### config.mk
export PLATFORM = sky130hd
export DESIGN_NAME = page_entry_update_unit_core
export DESIGN_NICKNAME = d
export VERILOG_FILES = /design/src/rtl/peuu_pkg.sv /design/src/rtl/peuu_cfg.sv /design/src/rtl/peuu_calc.sv /design/src/rtl/page_entry_update_unit_core.sv
export SDC_FILE = /design/constraint.sdc
export NUM_CORES = 1
export LEC_CHECK = 0
export BUFFER_PORTS_ARGS = -buffer_cell sky130_fd_sc_hd__buf_4
export CAP_MARGIN = 5
export CORE_MARGIN = 2
export CORE_UTILIZATION = 40
export DETAILED_ROUTE_END_ITERATION = 8
export RECOVER_POWER = 50
export REMOVE_ABC_BUFFERS = 1
export SKIP_LAST_GASP = 1
export SYNTH_ARGS = -nofsm -noshare
export SYNTH_HDL_FRONTEND = slang
export SYNTH_SLANG_ARGS = --single-unit
### constraint.sdc
create_clock -name i_clk -period 8.9 [get_ports i_clk]
set_input_delay 0.445 -clock i_clk [delete_from_list [all_inputs] [get_ports i_clk]]
set_output_delay 0.445 -clock i_clk [all_outputs]
set_load 0.005 [all_outputs]
### src/rtl/peuu_pkg.sv
package peuu_pkg;

    localparam int ENTRY_W = 64;
    localparam int PROPS_W = 12;
    localparam int LEVEL_W = 3;
    localparam int FRAME_W = 40;
    localparam int STS_W   = 2;
    localparam int CIDX_W  = 2;
    localparam int CDATA_W = 40;

    // Entry bit positions.
    localparam int E_P     = 0;
    localparam int E_W     = 1;
    localparam int E_PWT   = 3;
    localparam int E_PCD   = 4;
    localparam int E_PAT   = 7;
    localparam int E_INUSE = 9;
    localparam int E_CHAIN = 10;
    localparam int E_LIMIT = 11;
    localparam int E_FLO   = 12;
    localparam int E_FHI   = 51;
    localparam int E_XD    = 63;

    // Property vector bit positions.
    localparam int P_R        = 0;
    localparam int P_W        = 1;
    localparam int P_X        = 2;
    localparam int P_INUSE    = 3;
    localparam int P_CHAINED  = 4;
    localparam int P_LIMIT    = 5;
    localparam int P_COMPLETE = 6;
    localparam int P_FRAME    = 7;
    localparam int P_DEFTABLE = 8;
    localparam int P_PWT      = 9;
    localparam int P_PCD      = 10;
    localparam int P_PAT      = 11;

    // Configuration register indexes.
    localparam logic [CIDX_W-1:0] CFG_PAGING_LEVELS = 2'd0;
    localparam logic [CIDX_W-1:0] CFG_XD_ENABLED    = 2'd1;
    localparam logic [CIDX_W-1:0] CFG_L1TF_MASK     = 2'd2;

    localparam logic [LEVEL_W-1:0] LEVELS_RESET = 3'd4;

    // Update status codes.
    localparam logic [STS_W-1:0] STS_OK          = 2'd0;
    localparam logic [STS_W-1:0] STS_HAS_FRAME   = 2'd1;
    localparam logic [STS_W-1:0] STS_CLEAR_UNSUP = 2'd2;

    typedef struct packed {
        logic [ENTRY_W-1:0] old_entry;
        logic [PROPS_W-1:0] set_props;
        logic [PROPS_W-1:0] clear_props;
        logic [LEVEL_W-1:0] table_level;
        logic               first_in_range;
        logic               last_in_range;
        logic [FRAME_W-1:0] target_frame;
    } t_in_item;

    typedef struct packed {
        logic [ENTRY_W-1:0] new_entry;
        logic               entry_written;
        logic [STS_W-1:0]   update_status;
    } t_out_item;

    typedef struct packed {
        logic [LEVEL_W-1:0] paging_levels;
        logic               xd_enabled;
        logic [FRAME_W-1:0] l1tf_frame_mask;
    } t_cfg;

endpackage

### src/rtl/peuu_cfg.sv
module peuu_cfg
    import peuu_pkg::*;
(
    input  logic               i_clk,
    input  logic               i_rst_n,
    input  logic               i_cfg_we,
    input  logic [CIDX_W-1:0]  i_cfg_idx,
    input  logic [CDATA_W-1:0] i_cfg_data,
    output t_cfg               o_cfg
);

    t_cfg r_cfg;

    always_ff @(posedge i_clk) begin
        if (!i_rst_n) begin
            r_cfg.paging_levels   <= LEVELS_RESET;
            r_cfg.xd_enabled      <= 1'b0;
            r_cfg.l1tf_frame_mask <= '0;
        end else if (i_cfg_we) begin
            case (i_cfg_idx)
                CFG_PAGING_LEVELS: r_cfg.paging_levels <= i_cfg_data[LEVEL_W-1:0];
                CFG_XD_ENABLED:    r_cfg.xd_enabled <= i_cfg_data[0];
                CFG_L1TF_MASK:     r_cfg.l1tf_frame_mask <= i_cfg_data[FRAME_W-1:0];
                default: begin
                end
            endcase
        end
    end

    assign o_cfg = r_cfg;

endmodule

### src/rtl/peuu_calc.sv
module peuu_calc
    import peuu_pkg::*;
(
    input  t_cfg      i_cfg,
    input  t_in_item  i_item,
    output t_out_item o_item
);

    logic [ENTRY_W-1:0] old;
    logic [PROPS_W-1:0] sp;
    logic [PROPS_W-1:0] cp;
    logic [ENTRY_W-1:0] base;
    logic [ENTRY_W-1:0] leaf_e;
    logic [FRAME_W-1:0] leaf_frame;
    logic               leaf;
    logic               present;
    logic               old_has_frame;

    assign old = i_item.old_entry;
    assign sp  = i_item.set_props;
    assign cp  = i_item.clear_props;

    assign leaf = ({1'b0, i_item.table_level} + 4'd1) == {1'b0, i_cfg.paging_levels};
    assign old_has_frame = |old[E_FHI:E_FLO];
    assign present = sp[P_R] | sp[P_W] | sp[P_X] | (~cp[P_R] & old[E_P]);

    // Common part: default-table bits, then frame install or clear.
    always_comb begin
        base = old;
        if (sp[P_DEFTABLE]) begin
            base[E_P] = 1'b1;
            base[E_W] = 1'b1;
        end
        if (sp[P_FRAME] | cp[P_FRAME]) begin
            base[E_FHI:E_FLO] = cp[P_FRAME] ? '0 : i_item.target_frame;
        end
    end

    always_comb begin
        leaf_e = base;
        leaf_e[E_P] = present;
        if (sp[P_W] | cp[P_W]) leaf_e[E_W] = sp[P_W];
        if (sp[P_X] | cp[P_X]) leaf_e[E_XD] = i_cfg.xd_enabled & cp[P_X];
        if (sp[P_INUSE] | cp[P_INUSE]) leaf_e[E_INUSE] = sp[P_INUSE];
        if (sp[P_COMPLETE]) begin
            leaf_e[E_CHAIN] = ~i_item.last_in_range;
            leaf_e[E_LIMIT] = i_item.last_in_range | i_item.first_in_range;
        end else begin
            if (sp[P_CHAINED] | cp[P_CHAINED]) leaf_e[E_CHAIN] = sp[P_CHAINED];
            if (sp[P_LIMIT] | cp[P_LIMIT]) leaf_e[E_LIMIT] = sp[P_LIMIT];
        end
        if (sp[P_PAT] | cp[P_PAT]) leaf_e[E_PAT] = sp[P_PAT];
        if (sp[P_PWT] | cp[P_PWT]) leaf_e[E_PWT] = sp[P_PWT];
        if (sp[P_PCD] | cp[P_PCD]) leaf_e[E_PCD] = sp[P_PCD];

        // L1TF: a present entry loses the high frame bits, a non-present one
        // that still points somewhere gets them forced on.
        leaf_frame = base[E_FHI:E_FLO];
        if (present) begin
            leaf_frame = leaf_frame & ~i_cfg.l1tf_frame_mask;
        end else if (|leaf_frame) begin
            leaf_frame = leaf_frame | i_cfg.l1tf_frame_mask;
        end
        leaf_e[E_FHI:E_FLO] = leaf_frame;
    end

    always_comb begin
        o_item.new_entry     = old;
        o_item.entry_written = 1'b0;
        o_item.update_status = STS_OK;
        if (leaf) begin
            o_item.new_entry     = leaf_e;
            o_item.entry_written = 1'b1;
        end else if (sp[P_FRAME] && old_has_frame) begin
            o_item.update_status = STS_HAS_FRAME;
        end else begin
            if (sp[P_FRAME]) begin
                o_item.new_entry     = base;
                o_item.entry_written = 1'b1;
            end
            if (cp[P_FRAME]) o_item.update_status = STS_CLEAR_UNSUP;
        end
    end

endmodule

### src/rtl/page_entry_update_unit_core.sv
// Page table entry update unit. One entry update per transfer: the unit
// registers the item, computes the new entry in one pass of bit-field logic
// and holds the result in an output register; an item passes the input
// register, then the output register. A new item is taken in every cycle while
// the output side keeps up; a stalled output holds both stages. Configuration
// writes take effect at once and should only be made while the unit is empty.
module page_entry_update_unit_core
    import peuu_pkg::*;
(
    input  logic               i_clk,
    input  logic               i_rst_n,
    input  logic               i_cfg_we,
    input  logic [CIDX_W-1:0]  i_cfg_idx,
    input  logic [CDATA_W-1:0] i_cfg_data,
    input  logic               i_in_valid,
    output logic               o_in_stall,
    input  t_in_item           i_in_item,
    output logic               o_out_valid,
    input  logic               i_out_stall,
    output t_out_item          o_out_item
);

    t_cfg      cfg;
    t_out_item calc_item;
    t_in_item  r_in_item;
    logic      r_in_valid;
    t_out_item r_out_item;
    logic      r_out_valid;
    logic      out_adv;
    logic      in_adv;

    peuu_cfg u_cfg (
        .i_clk      (i_clk),
        .i_rst_n    (i_rst_n),
        .i_cfg_we   (i_cfg_we),
        .i_cfg_idx  (i_cfg_idx),
        .i_cfg_data (i_cfg_data),
        .o_cfg      (cfg)
    );

    peuu_calc u_calc (
        .i_cfg  (cfg),
        .i_item (r_in_item),
        .o_item (calc_item)
    );

    assign out_adv    = ~r_out_valid | ~i_out_stall;
    assign in_adv     = ~r_in_valid | out_adv;
    assign o_in_stall = ~in_adv;

    always_ff @(posedge i_clk) begin
        if (!i_rst_n) begin
            r_in_valid  <= 1'b0;
            r_out_valid <= 1'b0;
        end else begin
            if (in_adv) r_in_valid <= i_in_valid;
            if (out_adv) r_out_valid <= r_in_valid;
        end
    end

    always_ff @(posedge i_clk) begin
        if (in_adv && i_in_valid) r_in_item <= i_in_item;
        if (out_adv && r_in_valid) r_out_item <= calc_item;
    end

    assign o_out_valid = r_out_valid;
    assign o_out_item  = r_out_item;

endmodule

---- Word level (Yosys, flattened, before mapping) ----
Cells that the tools add are included.
operators by class
  reduce and logical (&&, ||, !) cells .... 10
  add/sub/neg operators ................... 1
  equal/unequal tests ..................... 3
  muxes and demuxes ....................... 19
  bitwise logic cells ..................... 26
operator list
  operator               count
  $mux W40               4
  $mux W53               2
  $reduce_or A40 Y1      2
  $mux W65               1
  $and A40 B40 Y40       1
  $not A40 Y40           1
  $or A40 B40 Y40        1
  $or A1 B1 Y1           15
  $mux W1                9
  $mux W2                3
  $not A1 Y1             6
  $reduce_and A2 Y1      3
  $add A3 B1 Y4 const B  1
  $eq A4 B3 Y1           1
  $logic_and A1 B1 Y1    3
  $and A1 B1 Y1          2
  $eq A2 B1 Y1 const B   1
  $eq A2 B2 Y1 const B   1
  $logic_not A2 Y1       1
  $reduce_or A2 Y1       1
storage, ports and cells
  logic and storage cells ................. 75
  output and inout port bits .............. 69
  bits in registers ....................... 246
  input bits .............................. 180

---- Longest topological paths before layout ----
Gate-level depths: netlist (run 1).
  word-level depth ........................ 6
  gate-level depth with buffers ........... 8

---- Modules after synthesis ----
Synthesis (run 1) repeated with hierarchy kept, for this count alone.
second synthesis, totals
  cells, all modules ...................... 768
  area total of the unflattened synthesis .. 9987.1 sq um
by module, submodules not included
  module                       area an instance (sq um)  times used  seq. area each (sq um)  cells each
  page_entry_update_unit_core  6089.6                    1           6045.8                  208
  peuu_calc                    2098.3                    1           0.0                     370
  peuu_cfg                     1799.2                    1           880.8                   190

---- Worst setup path before layout (run 1) ----
Ideal clock, no wire load.
  path kind ............................... input-to-reg
  from .................................... input port i_out_stall
  to ...................................... register r_in_item[0] in the netlist's numbering, enable pin
  arrival ................................. 6456 ps
  stages on the path ...................... 2
  buffers on the path ..................... 0
  setup slack ............................. 1806 ps
  cell sequence ........................... and3_1 > nor2b_1
on the way
  longest elaborated chain between the ends .. 4
RTL lines
  element                 line                               source
  start: declaration      page_entry_update_unit_core.sv:19  input logic i_out_stall,
  $not A1 Y1              page_entry_update_unit_core.sv:47  assign out_adv = ~r_out_valid | ~i_out_stall;
  $or A1 B1 Y1            page_entry_update_unit_core.sv:47
  $or A1 B1 Y1            page_entry_update_unit_core.sv:48  assign in_adv = ~r_in_valid | out_adv;
  $logic_and A1 B1 Y1     page_entry_update_unit_core.sv:62  if (in_adv && i_in_valid) r_in_item <= i_in_item;
  end signal: assignment  page_entry_update_unit_core.sv:62
  end: declaration        page_entry_update_unit_core.sv:25  t_in_item r_in_item;
Every way passes these cells.
A chain may end at the register's enable or synchronous reset.

==> out/results.txt, run 1 <==
The flow ran to the end, but the final reports show violations. The final reports fail on max-capacitance violations, max-slew violations. The multi-input combinational cells in the finished layout cover a total of 0.00314 mm2. The critical path is of the reg -> reg type. In this run, the combinational gates consume 8.7% of the power. The count of pins on the block boundary was 249; the total clock sinks was 244. The routed layout has 7170 vias. The number of hold buffers added after CTS was 0. The detailed-route wire length per cell is 19.6 um. The most used flip-flop cell after synthesis is sky130_fd_sc_hd__edfxtp_1.

Area fraction of the dominant cell type after synthesis: 58.0%. Registers take 0.00687 mm2. The headroom to the max-slew limit was -54.6%; the buffer count from post-CTS setup fixing was 0. The clock reaches the later pin of the worst-skew pair after 0.53 ns.

Of all flip-flops after synthesis, the portion carrying an async set or reset was 0%. The maximum net fanout on the critical path is 69, and the final hold violation count is 0. The total setup violations reported at the end of the flow was 0; the sequential fraction of design power was 50.0%. The net count of the finished layout is 1204. sky130_fd_sc_hd__edfxtp_1 takes more of the synthesized area than any other cell. Post-CTS repair changed the size of 0 cells. Buffers placed on the I/O ports in this run total 246.

Cells with a size suffix above 1 make up 26.8% of the layout. For the filler cell count in the final layout, the log shows 2232. After detailed routing, the number of vias per cell comes to 5.22. The run gives 0 as the number of warnings printed during yosys synthesis.

In this run the worst hold path is classified as in -> reg. In this run, CTS created clock tree buffers numbering 26. Cell internal power was estimated by the tool at 0.00210 W. The tools report the number of global-route vias before repair as 7123. Ranked by total cell area, the synthesized netlist is headed by sky130_fd_sc_hd__edfxtp_1 (58%), sky130_fd_sc_hd__dfxtp_1 (9.0%), sky130_fd_sc_hd__mux2i_1 (4.3%). In the routed design, unresolved DRC markers number 0. The maximum vdd ir drop came out at 0.164 mV. The final count of pins violating max slew came out at 47. The root cell of the clock tree is sky130_fd_sc_hd__clkbuf_16. The worst path arrival time was 3.96 ns; the final worst-path cycle share was 41.8%. Entering global routing, the biggest net connects 86 pins. Once the floorplan was initialized, standard cells occupied 40.7% of the core. By instance count, the leading cell after synthesis is sky130_fd_sc_hd__edfxtp_1. Sequential cells were found to cover 67.0% of the synthesized design area.

Summing every instance area after synthesis gives 0.0103 mm2. The overall die area came out at 0.0269 mm2. Net switching component of the power: 0.000586 W. No sink is reached through more buffers than the 3 on the longest clock path. The detail route stage leaves a number of antenna-violating nets equal to 0. After synthesis, the most frequently instantiated cells are sky130_fd_sc_hd__edfxtp_1 (198), sky130_fd_sc_hd__nand2_1 (92), sky130_fd_sc_hd__dfxtp_1 (46), sky130_fd_sc_hd__nor2_1 (46). Yosys mapped a number of flops with a built-in enable equal to 198. The synthesized design contains 244 register bits.

Each instance of the synthesized netlist takes up on average 12.9 um2. The worst path in the final design needs a cycle of 3.72 ns, including I/O delays and setup. The total negative setup slack is 0 ns, and the fraction of power spent switching nets is 21.9%. The number of violations of the max-capacitance limit is 1, and the transition time at the pin with the least slew margin is 2.32 ns. The chip height was 164 um.

STA classifies the critical path endpoint as a register. The number of core rows came out at 58. Setup repair after global routing left no endpoint under its margin.

First-pass GRT wire length: 40600 um. Once routing completed, OpenROAD measured the worst setup slack at 5.18 ns. The floorplan step defined a core boundary enclosing 0.0252 mm2. Compared with the post-synthesis result, the final layout area differs by 27.9%. On the final layout, the worst hold slack is 0.112 ns. Yosys mapped the design onto 48 distinct sky130hd cell types. The antenna diode count was 0; the peak clock frequency supported by timing was 269 MHz. The width of the die was 164 um. The placer's final routability congestion estimate was 0.779. The number of antenna violations at the first check in global routing is 0, and the clock group share of total power is 41.3%. The total wirelength of the detailed-routed design was 26900 um. The worst setup path is launched from a register. Clock-pin slew was measured on the worst setup and hold paths at 0.06 ns. In this run the power density over the cells is 204 mW/mm2. The CTS H-tree depth is 1. The run gives 9.14 ns as the required time of the worst setup path. Synthesis produced a netlist whose cell count is 794.

After the first detailed-routing iteration, the DRC count stood at 507. Before antenna repair, the detailed router went through 5 iterations. The analysis attributes to cell leakage a power of 4.80 nW. TritonCTS built the clock tree. The clock arrives with 0.00967 ns of skew. The run gives 19.7% as the total global-route track usage. The total overflow left after global routing is 0. The pre-CTS worst setup slack is 5.16 ns. After legalization and detailed placement, the total HPWL measured 16500 um.
[metal layers]
metal	track usage, %	part of all wire [%]	vias to the layer above
met5	0	0	-
met4	4.31	1.7	0
met3	4.24	8.0	41
met2	32.4	48	273
met1	26.9	43	3402
li1	-	-	3454
[placed cells by master (no fill, tap or decap), types with 3 or more instances in the layout]
cell type                   count
sky130_fd_sc_hd__edfxtp_1     198
sky130_fd_sc_hd__nand3b_1       3
sky130_fd_sc_hd__bufinv_16      3
sky130_fd_sc_hd__o21ai_0        3
sky130_fd_sc_hd__clkinv_2       4
sky130_fd_sc_hd__nand2_1       92
sky130_fd_sc_hd__and2_0         3
sky130_fd_sc_hd__nor4_1        16
sky130_fd_sc_hd__nor3_1         3
sky130_fd_sc_hd__nor2b_1        6
sky130_fd_sc_hd__o21ai_1       40
sky130_fd_sc_hd__clkbuf_16     27
sky130_fd_sc_hd__mux2i_1       44
sky130_fd_sc_hd__buf_4         61
sky130_fd_sc_hd__clkbuf_8       4
sky130_fd_sc_hd__clkbuf_4     167
sky130_fd_sc_hd__or3_1         40
sky130_fd_sc_hd__and2_1        37
sky130_fd_sc_hd__a22o_1         4
sky130_fd_sc_hd__clkbuf_1      35
sky130_fd_sc_hd__dfxtp_1       46
sky130_fd_sc_hd__a41oi_1       40
sky130_fd_sc_hd__nor2_1        46
sky130_fd_sc_hd__a21oi_1       44
sky130_fd_sc_hd__a21boi_0      41
[critical path, cell delays in order (launching register included)]
cell	delay (ns)
sky130_fd_sc_hd__edfxtp_1	0.94
sky130_fd_sc_hd__buf_4	0.87
sky130_fd_sc_hd__nor2b_1	0.29
sky130_fd_sc_hd__nand4_1	0.11
sky130_fd_sc_hd__nor3_1	0.16
sky130_fd_sc_hd__o21a_2	0.86
sky130_fd_sc_hd__o21ai_1	0.18
[path summary, 6_finish.rpt]
kind                                 start                        to  slack, ns  cells past startpoint
setup / recovery   r_in_item[64]$_DFFE_PP_  o_out_item[38]$_DFFE_PP_       5.18                      6
hold / removal               i_in_item[29]   r_in_item[29]$_DFFE_PP_       0.11                      1
hold reg to reg   r_in_item[131]$_DFFE_PP_  o_out_item[65]$_DFFE_PP_       0.42                      0
setup reg to reg   r_in_item[64]$_DFFE_PP_  o_out_item[38]$_DFFE_PP_       5.18                      6
[area by class of cell]
cell class | count | area share (%)
sequential | 244 | 52.4
multi-input combinational | 494 | 23.9
timing repair buffer | 256 | 13.9
clock buffer | 39 | 5.80
tap | 330 | 3.15
clock inverter | 9 | 0.897
inverter | 1 | 0.0286
[through the flow]
step | instance area, um2 | util [%] | cells | total power [W]
after floorplan | 9970 | - | 739 | 0.00147
after detailed placement | 12300 | 49.0 | 1325 | 0.00161
after global routing | 13100 | 52.1 | 1373 | 0.00278
after CTS | 13200 | 52.5 | 1373 | 0.00272
final | 13100 | 52.1 | 1373 | 0.00268
after global placement | 12300 | 49.0 | 1325 | 0.00161
[power groups by stage]
stage	logic [W]	clock network (W)	registers [W]
6_report	0.000233	0.00111	0.00134
5_1_grt	0.000259	0.00118	0.00135
3_3_place_gp	0.000241	0	0.00137
2_1_floorplan	0.000104	0	0.00137
4_1_cts	0.000245	0.00113	0.00134
3_5_place_dp	0.000244	0	0.00137
[cells by family after synthesis]
logic type	Yosys count	share of synthesized area (%)
simple gates	264	13.3
flops	244	67.0
compound gates	183	12.2
buf+inv	56	2.82
mux	44	4.29
xor+xnor	2	0.305
fa+ha+maj	1	0.122
[flip-flops by register name, summed over array words and instances, names as in the netlist]
signal	count
r_in_item	131
o_out_item	67
u_cfg.o_cfg	44
r_in_valid	1
o_out_valid	1
Note: power is estimated with default switching activity, not from simulation.
==> run 2, diff against run 1 <==
Settings changed: ABC_AREA from default to 1.
Clock period 8.9 ns to 3.8 ns, I/O delays scaled along.
==> run 2 against run 1 <==
Against the previous run:
- the run still ends with max-capacitance violations, max-slew violations left
- clock power is 130% higher
- global-route usage is 1.9 points higher
- clock skew is 0.012 ns higher
- worst hold slack worse by 0.085 ns
- design area is 18% higher
- critical endpoint is now o_out_item[28]$_DFFE_PP_
- highest routed layer unchanged
- sequential power is 140% higher
- combinational power grew to 3.6 times the previous value
==> out/results.txt, run 2 <==
Cells along the critical path: inv_4 > nand2_1 > o21ai_0 > nor2_1 > nand2_1 > nor2_1 > nand3_4 > buf_4 > nand3_2 > nand2_1 (was buf_4 > nor2b_1 > nand4_1 > nor3_1 > o21a_2 > o21ai_1). Critical path startpoint: r_in_item[64]$_DFFE_PP_ (unchanged). The global route total overflow is 0 (unchanged).

The source of the worst register-to-register timing path was r_in_item[64]$_DFFE_PP_ (unchanged). The most flop-heavy register was r_in_item (unchanged). The headroom to the max-slew limit is -51.7% (was -54.6%), and the maximum root-to-sink buffer count is 3 (unchanged). The area fraction of the dominant cell type after synthesis was 55.3% (was 58.0%); the required time of the worst setup path was 4.21 ns (was 9.14 ns).

The final count of pins violating max slew is 69 (was 47), and the total wirelength of the detailed-routed design is 30700 um (was 26900 um). The run gives 0.797 (was 0.779) as the placer's final routability congestion estimate. Most used cells in the layout excluding fill and tap cells: sky130_fd_sc_hd__nand2_1 (355), sky130_fd_sc_hd__edfxtp_1 (198), sky130_fd_sc_hd__clkbuf_4 (178) (was sky130_fd_sc_hd__edfxtp_1 (198), sky130_fd_sc_hd__clkbuf_4 (167), sky130_fd_sc_hd__nand2_1 (92)). The tools report the peak clock frequency supported by timing as 350 MHz (was 269 MHz). Number of buffer and inverter stages on the critical path: 2 (was 1). The total clock sinks is 244 (unchanged), and the total setup violations reported at the end of the flow is 0 (unchanged). Setup slack of the most critical reg-to-reg path: 0.94 ns (was 5.18 ns). The width of the die was 168 um (was 164 um); the final period demand of the worst path was 2.86 ns (was 3.72 ns). The share of cells above drive strength 1 was 23.0% (was 26.8%). Critical path class: reg -> reg (unchanged).

The maximum net fanout on the critical path works out to 34 (was 69). The number of core rows is 60 (was 58). Root cell of the clock tree: sky130_fd_sc_hd__clkbuf_16 (unchanged). The via count normalized by instance count is 4.90 (was 5.22), and the detailed-route wire length per cell is 16.6 um (was 19.6 um). The number of detailed-route iterations in the first pass was 5 (unchanged). The number of enable flip-flop cells after synthesis is 198 (unchanged), and the synthesized area is 0.0108 mm2 (was 0.0103 mm2).

By instance count, the cell type seen most on the critical path is sky130_fd_sc_hd__nand2_1. The logs give 74 (was 86) for the largest net degree at the start of global routing and 1 (unchanged) for the CTS H-tree depth. For the first-pass GRT wire length, the log shows 47700 um (was 40600 um). The run gives 2 (was 1) as the number of violations of the max-capacitance limit. The kind of end point of the critical path was a register (unchanged). The cell type group with the largest total delay on the critical path is simple AND/OR/NAND/NOR gates (was compound AO/OA/AOI/OAI gates). The most common flop cell mapped by yosys was sky130_fd_sc_hd__edfxtp_1 (unchanged). Number of I/O port buffers: 246 (unchanged). For the worst path arrival time, the log shows 3.27 ns (was 3.96 ns). The final setup slack of the worst path came out at 0.941 ns (was 5.18 ns).

Number of violations reported at the end of detailed-routing iteration 0: 691 (was 507). The power per cell area is 422 mW/mm2 (was 204 mW/mm2). The number of antenna violations at the first check in global routing was 2 (was 0); the net count of the finished layout was 1673 (was 1204). The count of pins on the block boundary was 249 (unchanged). The post-synthesis sequential element count is 244 (unchanged).

The chip height works out to 168 um (was 164 um). For the number of warnings printed during yosys synthesis, the log shows 0 (unchanged). TritonCTS built the clock tree. The startpoint of the tightest hold check path was i_cfg_idx[1] (was i_in_item[29]).

The tools report the number of gates resized after cts as 0 (unchanged). The flip-flop count of the largest register after layout works out to 131 (unchanged). Failing checks: max-capacitance violations, max-slew violations (unchanged). The minimum hold slack came out at 0.0271 ns (was 0.112 ns).

The run gives 6.59 nW (was 4.80 nW) as the static power due to leakage. The clock-pin slew reported for the worst setup and hold paths after clock tree synthesis was 0.06 ns (about the same); the final standard cell count with taps included and fillers excluded was 1856 (was 1373). For the buffer count from post-CTS setup fixing, the log shows 0 (unchanged).

The final hold violation count is 0 (unchanged), and the maximum single-stage delay on the critical path is 0.48 ns (was 0.94 ns). The maximum vdd ir drop came out at 0.328 mV (was 0.164 mV). The final worst-path cycle share was 75.2% (was 41.8%); the total global-route track usage was 21.6% (was 19.7%). For the share of synthesized area occupied by flip-flops and latches, the log shows 63.8% (was 67.0%). The placeable core area came out at 0.0267 mm2 (was 0.0252 mm2). The half-perimeter wire length of the detailed placement result came out at 18900 um (was 16500 um). Setup repair after global routing left no endpoint under its margin.

Share of async-settable or async-resettable flops after synthesis: 0% (unchanged). The startpoint type of the worst setup path is a register (unchanged). The post-synthesis area per instance came out at 9.92 um2 (was 12.9 um2). The dominant cell type by area after synthesis is sky130_fd_sc_hd__edfxtp_1 (unchanged).

The run gives 9096 (was 7170) as the total number of vias. Biggest area contributors in the synthesized netlist: sky130_fd_sc_hd__edfxtp_1 (55%), sky130_fd_sc_hd__nand2_1 (12%), sky130_fd_sc_hd__dfxtp_1 (8.6%) (was sky130_fd_sc_hd__edfxtp_1 (58%), sky130_fd_sc_hd__dfxtp_1 (9.0%), sky130_fd_sc_hd__mux2i_1 (4.3%)). Class of the tightest hold or removal check: in -> reg (unchanged). The number of nets still failing antenna checks after routing was 0 (unchanged); the count of hold buffers inserted by post-cts repair was 175 (was 0). Most used standard cells in the synthesized netlist: sky130_fd_sc_hd__nand2_1 (358), sky130_fd_sc_hd__edfxtp_1 (198), sky130_fd_sc_hd__o21ai_0 (93), sky130_fd_sc_hd__a21oi_1 (81) (was sky130_fd_sc_hd__edfxtp_1 (198), sky130_fd_sc_hd__nand2_1 (92), sky130_fd_sc_hd__dfxtp_1 (46), sky130_fd_sc_hd__nor2_1 (46)). For the post-placement cell count, the log shows 1629 (was 1325). The number of global-route vias before repair is 9083 (was 7123), and the count of different cell masters after synthesis is 28 (was 48). The tools report the clock skew as 0.0218 ns (was 0.00967 ns).

The area added between synthesis and finish came out at 43.7% (was 27.9%). The overall die area was 0.0282 mm2 (was 0.0269 mm2). Number of cells produced by synthesis: 1085 (was 794). The library cell contributing the largest single delay on the critical path is sky130_fd_sc_hd__edfxtp_1 (unchanged). The starting density of the core came out at 40.4% (was 40.7%). Most common cell in the netlist: sky130_fd_sc_hd__nand2_1 (was sky130_fd_sc_hd__edfxtp_1). For the number of buffers added by the clock tree synthesis step, the log shows 27 (was 26). The transition time at the pin with the least slew margin is 2.28 ns (was 2.32 ns). The pre-CTS worst setup slack is 0.874 ns (was 5.16 ns). The run gives 0 (unchanged) as the DRC violation count after routing. The run finished, with violations left.

The most common cell after layout, fill and taps aside was sky130_fd_sc_hd__nand2_1 (was sky130_fd_sc_hd__edfxtp_1). Insertion delay to the later sink of the worst-skew pair: 0.55 ns (was 0.53 ns).
## run 2: changes by cell type after synthesis, sizes merged, moves of 42 or more
cell,delta
inv,+58
o21ai,+53
a21boi,-42
nand2,+273
nand3,+91
mux2i,-44
## run 2: cell families (layout without fill, tap and decap cells)
kind of cell	after synthesis	count (layout)	share of synthesized area, %
other	0	2	0
XOR/XNOR	3	3	0.244
flip-flops	244	244	63.8
adder cells (fa/ha/maj)	1	1	0.116
buffers and inverters	117	545	4.80
AND/OR/NAND/NOR	535	535	22.2
AO/OA/AOI/OAI	185	185	8.83
## run 2: layout make-up
cell class                      count  area (um2)
Multi-Input combinational cell    724        3420
Fill cell                        2246       11200
Tap cell                          341         427
Clock buffer                       36         759
Sequential cell                   244        6870
Clock inverter                     14         106
Timing Repair Buffer              436        3650
Antenna cell                        2        5.00
Inverter                           59         229
## run 2: worst reg2reg max path, stage by stage (launching register included)
cell and delay, ns:
sky130_fd_sc_hd__edfxtp_1 0.48, sky130_fd_sc_hd__inv_4 0.41, sky130_fd_sc_hd__nand2_1 0.35, sky130_fd_sc_hd__o21ai_0 0.30, sky130_fd_sc_hd__nor2_1 0.09, sky130_fd_sc_hd__nand2_1 0.07, sky130_fd_sc_hd__nor2_1 0.06, sky130_fd_sc_hd__nand3_4 0.31
sky130_fd_sc_hd__buf_4 0.46, sky130_fd_sc_hd__nand3_2 0.11, sky130_fd_sc_hd__nand2_1 0.09
## run 2: metrics by stage
| stage | total power [W] | TNS (ns) | util [%] | area (um2) |
|---|---|---|---|---|
| final | 0.00653 | 0 | 58.0 | 15500 |
| after global placement | 0.00390 | 0 | 48.5 | 12900 |
| after global routing | 0.00679 | 0 | 58.0 | 15500 |
| after detailed placement | 0.00392 | 0 | 48.5 | 12900 |
| after floorplan | 0.00356 | -30.03 | - | 10500 |
| after CTS | 0.00660 | 0 | 58.4 | 15600 |
## run 2: final timing paths
check / to / cells past startpoint
hold reg to reg: o_out_item[60]$_DFFE_PP_ / 0
hold / removal: u_cfg.o_cfg[41]$_SDFFE_PN0P_ / 4
setup reg to reg: o_out_item[28]$_DFFE_PP_ / 10
setup / recovery: o_out_item[28]$_DFFE_PP_ / 10
## run 2: power by group
group          leakage (nW)  switching (W)  internal (W)  total [W]
registers              2.29      0.0000667       0.00308    0.00315
clock network         0.428        0.00107       0.00147    0.00255
logic                  3.88       0.000435      0.000406   0.000842
total                  6.59        0.00158       0.00496    0.00653
## run 2: per-layer routing
| metal | vias to the layer above | routed length [um] | part of all wire, % | GRT usage, % |
|---|---|---|---|---|
| met5 | - | 0 | 0 | 0 |
| li1 | 4501 | - | - | - |
| met3 | 61 | 1530 | 5.0 | 2.89 |
| met2 | 284 | 15500 | 50 | 38.3 |
| met1 | 4250 | 12800 | 41 | 27.4 |
| met4 | 0 | 996 | 3.2 | 6.77 |
==> run 3, diff against run 2 <==
Settings changed: ABC_AREA 1 to 0.
Clock period 3.8 ns to 2.9 ns, I/O delays scaled along.
==> run 3 against run 2 <==
Against the previous run:
- the flow still finishes with violations (max-capacitance violations, max-slew violations)
- via count fell by 13%
- register-to-register slack got worse by 0.61 ns
- clock-buffer cell count rose by 1
- design area fell by 3.7%
- core utilization rose by 1.1 points
- critical endpoint is now o_out_item[15]$_DFFE_PP_
==> out/results.txt, run 3 (same netlist as run 1, synthesis figures left out) <==
The minimum hold slack is 0.0299 ns (was 0.0271 ns), and the largest net degree at the start of global routing is 110 (was 74). The most flop-heavy register was r_in_item (unchanged). The number of antenna violations at the first check in global routing was 0 (was 2); the placeable core area was 0.0252 mm2 (was 0.0267 mm2). The transition time at the pin with the least slew margin was 2.52 ns (was 2.28 ns). The tools report the half-perimeter wire length of the detailed placement result as 16700 um (was 18900 um). The required time of the worst setup path was 3.26 ns (was 4.21 ns). The flow ran to the end, but the final reports show violations.

For the peak clock frequency supported by timing, the log shows 389 MHz (was 350 MHz). For the headroom to the max-slew limit, the log shows -67.9% (was -51.7%). The number of global-route vias before repair was 7971 (was 9083).

The area added between synthesis and finish was 45.2% (was 43.7%). The final instance area is 0.0149 mm2 (was 0.0155 mm2), and the share of cells above drive strength 1 is 23.3% (was 23.0%). The CTS H-tree depth was 1 (unchanged).

Kind of end point of the critical path: a register (unchanged). For the placer's final routability congestion estimate, the log shows 0.774 (was 0.797). For the starting density of the core, the log shows 40.7% (was 40.4%). The DRC violation count after routing was 0 (unchanged). Power per cell area: 553 mW/mm2 (was 422 mW/mm2). Setup repair after global routing left no endpoint under its margin. The worst path arrival time is 2.94 ns (was 3.27 ns).

The run gives 3 (unchanged) as the maximum root-to-sink buffer count. The class of the tightest hold or removal check was in -> reg (unchanged). The final period demand of the worst path is 2.57 ns (was 2.86 ns), and the clock-pin slew reported for the worst setup and hold paths after clock tree synthesis is 0.06 ns (about the same). The total setup violations reported at the end of the flow was 0 (unchanged).

The count of pins on the block boundary was 249 (unchanged). The number of violations reported at the end of detailed-routing iteration 0 is 551 (was 691), and the final count of pins violating max slew is 41 (was 69). Root cell of the clock tree: sky130_fd_sc_hd__clkbuf_16 (unchanged).

Most used cells in the layout excluding fill and tap cells: sky130_fd_sc_hd__edfxtp_1 (198), sky130_fd_sc_hd__dlygate4sd3_1 (173), sky130_fd_sc_hd__clkbuf_4 (171) (was sky130_fd_sc_hd__nand2_1 (355), sky130_fd_sc_hd__edfxtp_1 (198), sky130_fd_sc_hd__clkbuf_4 (178)). Library cell contributing the largest single delay on the critical path: sky130_fd_sc_hd__nor2_4 (was sky130_fd_sc_hd__edfxtp_1). The logs give 0.00964 ns (was 0.0218 ns) for the clock skew and 28500 um (was 30700 um) for the total wirelength of the detailed-routed design. The via count normalized by instance count was 5.09 (was 4.90). Failing checks: max-capacitance violations, max-slew violations (unchanged). The pre-CTS worst setup slack was 0.337 ns (was 0.874 ns).

Overall die area: 0.0269 mm2 (was 0.0282 mm2). The total number of vias was 7901 (was 9096); the final setup slack of the worst path was 0.327 ns (was 0.941 ns). The tools report the number of detailed-route iterations in the first pass as 5 (unchanged). The maximum single-stage delay on the critical path was 0.67 ns (was 0.48 ns); the maximum net fanout on the critical path was 28 (was 34).

The total global-route track usage is 21.1% (was 21.6%), and the net count of the finished layout is 1385 (was 1673). Maximum vdd ir drop: 0.498 mV (was 0.328 mV). Cells along the critical path: ha_1 > xnor2_1 > o2111a_1 > nor2_4 > buf_4 > a41oi_1 > o21ai_1 (was inv_4 > nand2_1 > o21ai_0 > nor2_1 > nand2_1 > nor2_1 > nand3_4 > buf_4 > nand3_2 > nand2_1). The tools report the number of core rows as 58 (was 60). The chip height was 164 um (was 168 um).

The number of violations of the max-capacitance limit came out at 1 (was 2). TritonCTS built the clock tree. The detailed-route wire length per cell was 18.4 um (was 16.6 um). Final worst-path cycle share: 88.7% (was 75.2%). The number of I/O port buffers is 246 (unchanged), and the static power due to leakage is 5.55 nW (was 6.59 nW). The critical path class was reg -> reg (unchanged). The standard cell area after detailed placement came out at 0.0124 mm2 (was 0.0129 mm2).

The most common cell after layout, fill and taps aside was sky130_fd_sc_hd__edfxtp_1 (was sky130_fd_sc_hd__nand2_1). The cell type group with the largest total delay on the critical path is simple AND/OR/NAND/NOR gates (unchanged). The run gives 0 ns (unchanged) as the total negative setup slack.

Final hold violation count: 0 (unchanged). The number of buffers added by the clock tree synthesis step is 27 (unchanged), and the number of nets still failing antenna checks after routing is 0 (unchanged). The flip-flop count of the largest register after layout was 131 (unchanged). The first-pass GRT wire length came out at 43800 um (was 47700 um). The number of buffer and inverter stages on the critical path came out at 1 (was 2). For the total clock sinks, the log shows 244 (unchanged).

The run gives 0 (unchanged) as the global route total overflow. The insertion delay to the later sink of the worst-skew pair was 0.52 ns (was 0.55 ns). The tools report the startpoint type of the worst setup path as a register (unchanged).

The width of the die came out at 164 um (was 168 um). The antenna diode count is 0 (was 2).
## run 3: cell count changes in the layout (fill, tap and decap cells not counted), moves of 41 or more
cell	delta
sky130_fd_sc_hd__a21boi_0	+41
sky130_fd_sc_hd__inv_1	-54
sky130_fd_sc_hd__mux2i_1	+44
sky130_fd_sc_hd__nand2_1	-263
sky130_fd_sc_hd__nand3_1	-52
sky130_fd_sc_hd__o21ai_0	-90
## run 3: per-stage QoR
step,utilization [%],power [W],cells
finish,59.1,0.00823,1552
global route,59.1,0.00858,1552
CTS,59.5,0.00835,1552
detailed placement,49.4,0.00495,1332
global placement,49.4,0.00494,1332
floorplan,-,0.00453,739
## run 3: worst paths after layout
kind         cells after the start                           end                startpoint  slack, ns
max                              7      o_out_item[15]$_DFFE_PP_   r_in_item[42]$_DFFE_PP_       0.33
min                              4  u_cfg.o_cfg[43]$_SDFFE_PN1P_              i_cfg_idx[1]       0.03
max reg2reg                      7      o_out_item[15]$_DFFE_PP_   r_in_item[42]$_DFFE_PP_       0.33
min reg2reg                      0      o_out_item[57]$_DFFE_PP_  r_in_item[123]$_DFFE_PP_       0.42
## run 3: worst reg2reg max path: cells and delay by family (launching register included)
family,cells,cell delay [ns]
xor+xnor,1,0.17
simple gates,1,0.67
flops,1,0.41
compound gates,3,0.47
buf+inv,1,0.36
fa+ha+maj,1,0.32
## run 3: metal layers
layer  vias up  share of wire, %  global-route usage (%)
met1      3793                44                    28.7
met3        35               5.8                    3.28
met4         0               1.7                    5.06
li1       3812                 -                       -
met2       261                49                    35.3
met5         -                 0                       0
## run 3: cell type report
| type | count | area [um2] |
|---|---|---|
| Fill cell | 2036 | 10300 |
| Sequential cell | 244 | 6870 |
| Timing Repair Buffer | 436 | 3660 |
| Multi-Input combinational cell | 494 | 3140 |
| Clock buffer | 37 | 713 |
| Tap cell | 330 | 413 |
| Clock inverter | 10 | 95.1 |
| Inverter | 1 | 3.75 |
## run 3: report_power, final
group	internal (W)	switching, W	leakage (nW)
logic	0.000514	0.000408	2.87
clock network	0.00188	0.00131	0.395
registers	0.00401	0.000109	2.28
## run 3: what timing repair did
item,CTS,global route
hold endpoints to repair,177,0
setup buffers,0,0
resized for setup,0,0
hold buffers,173,0
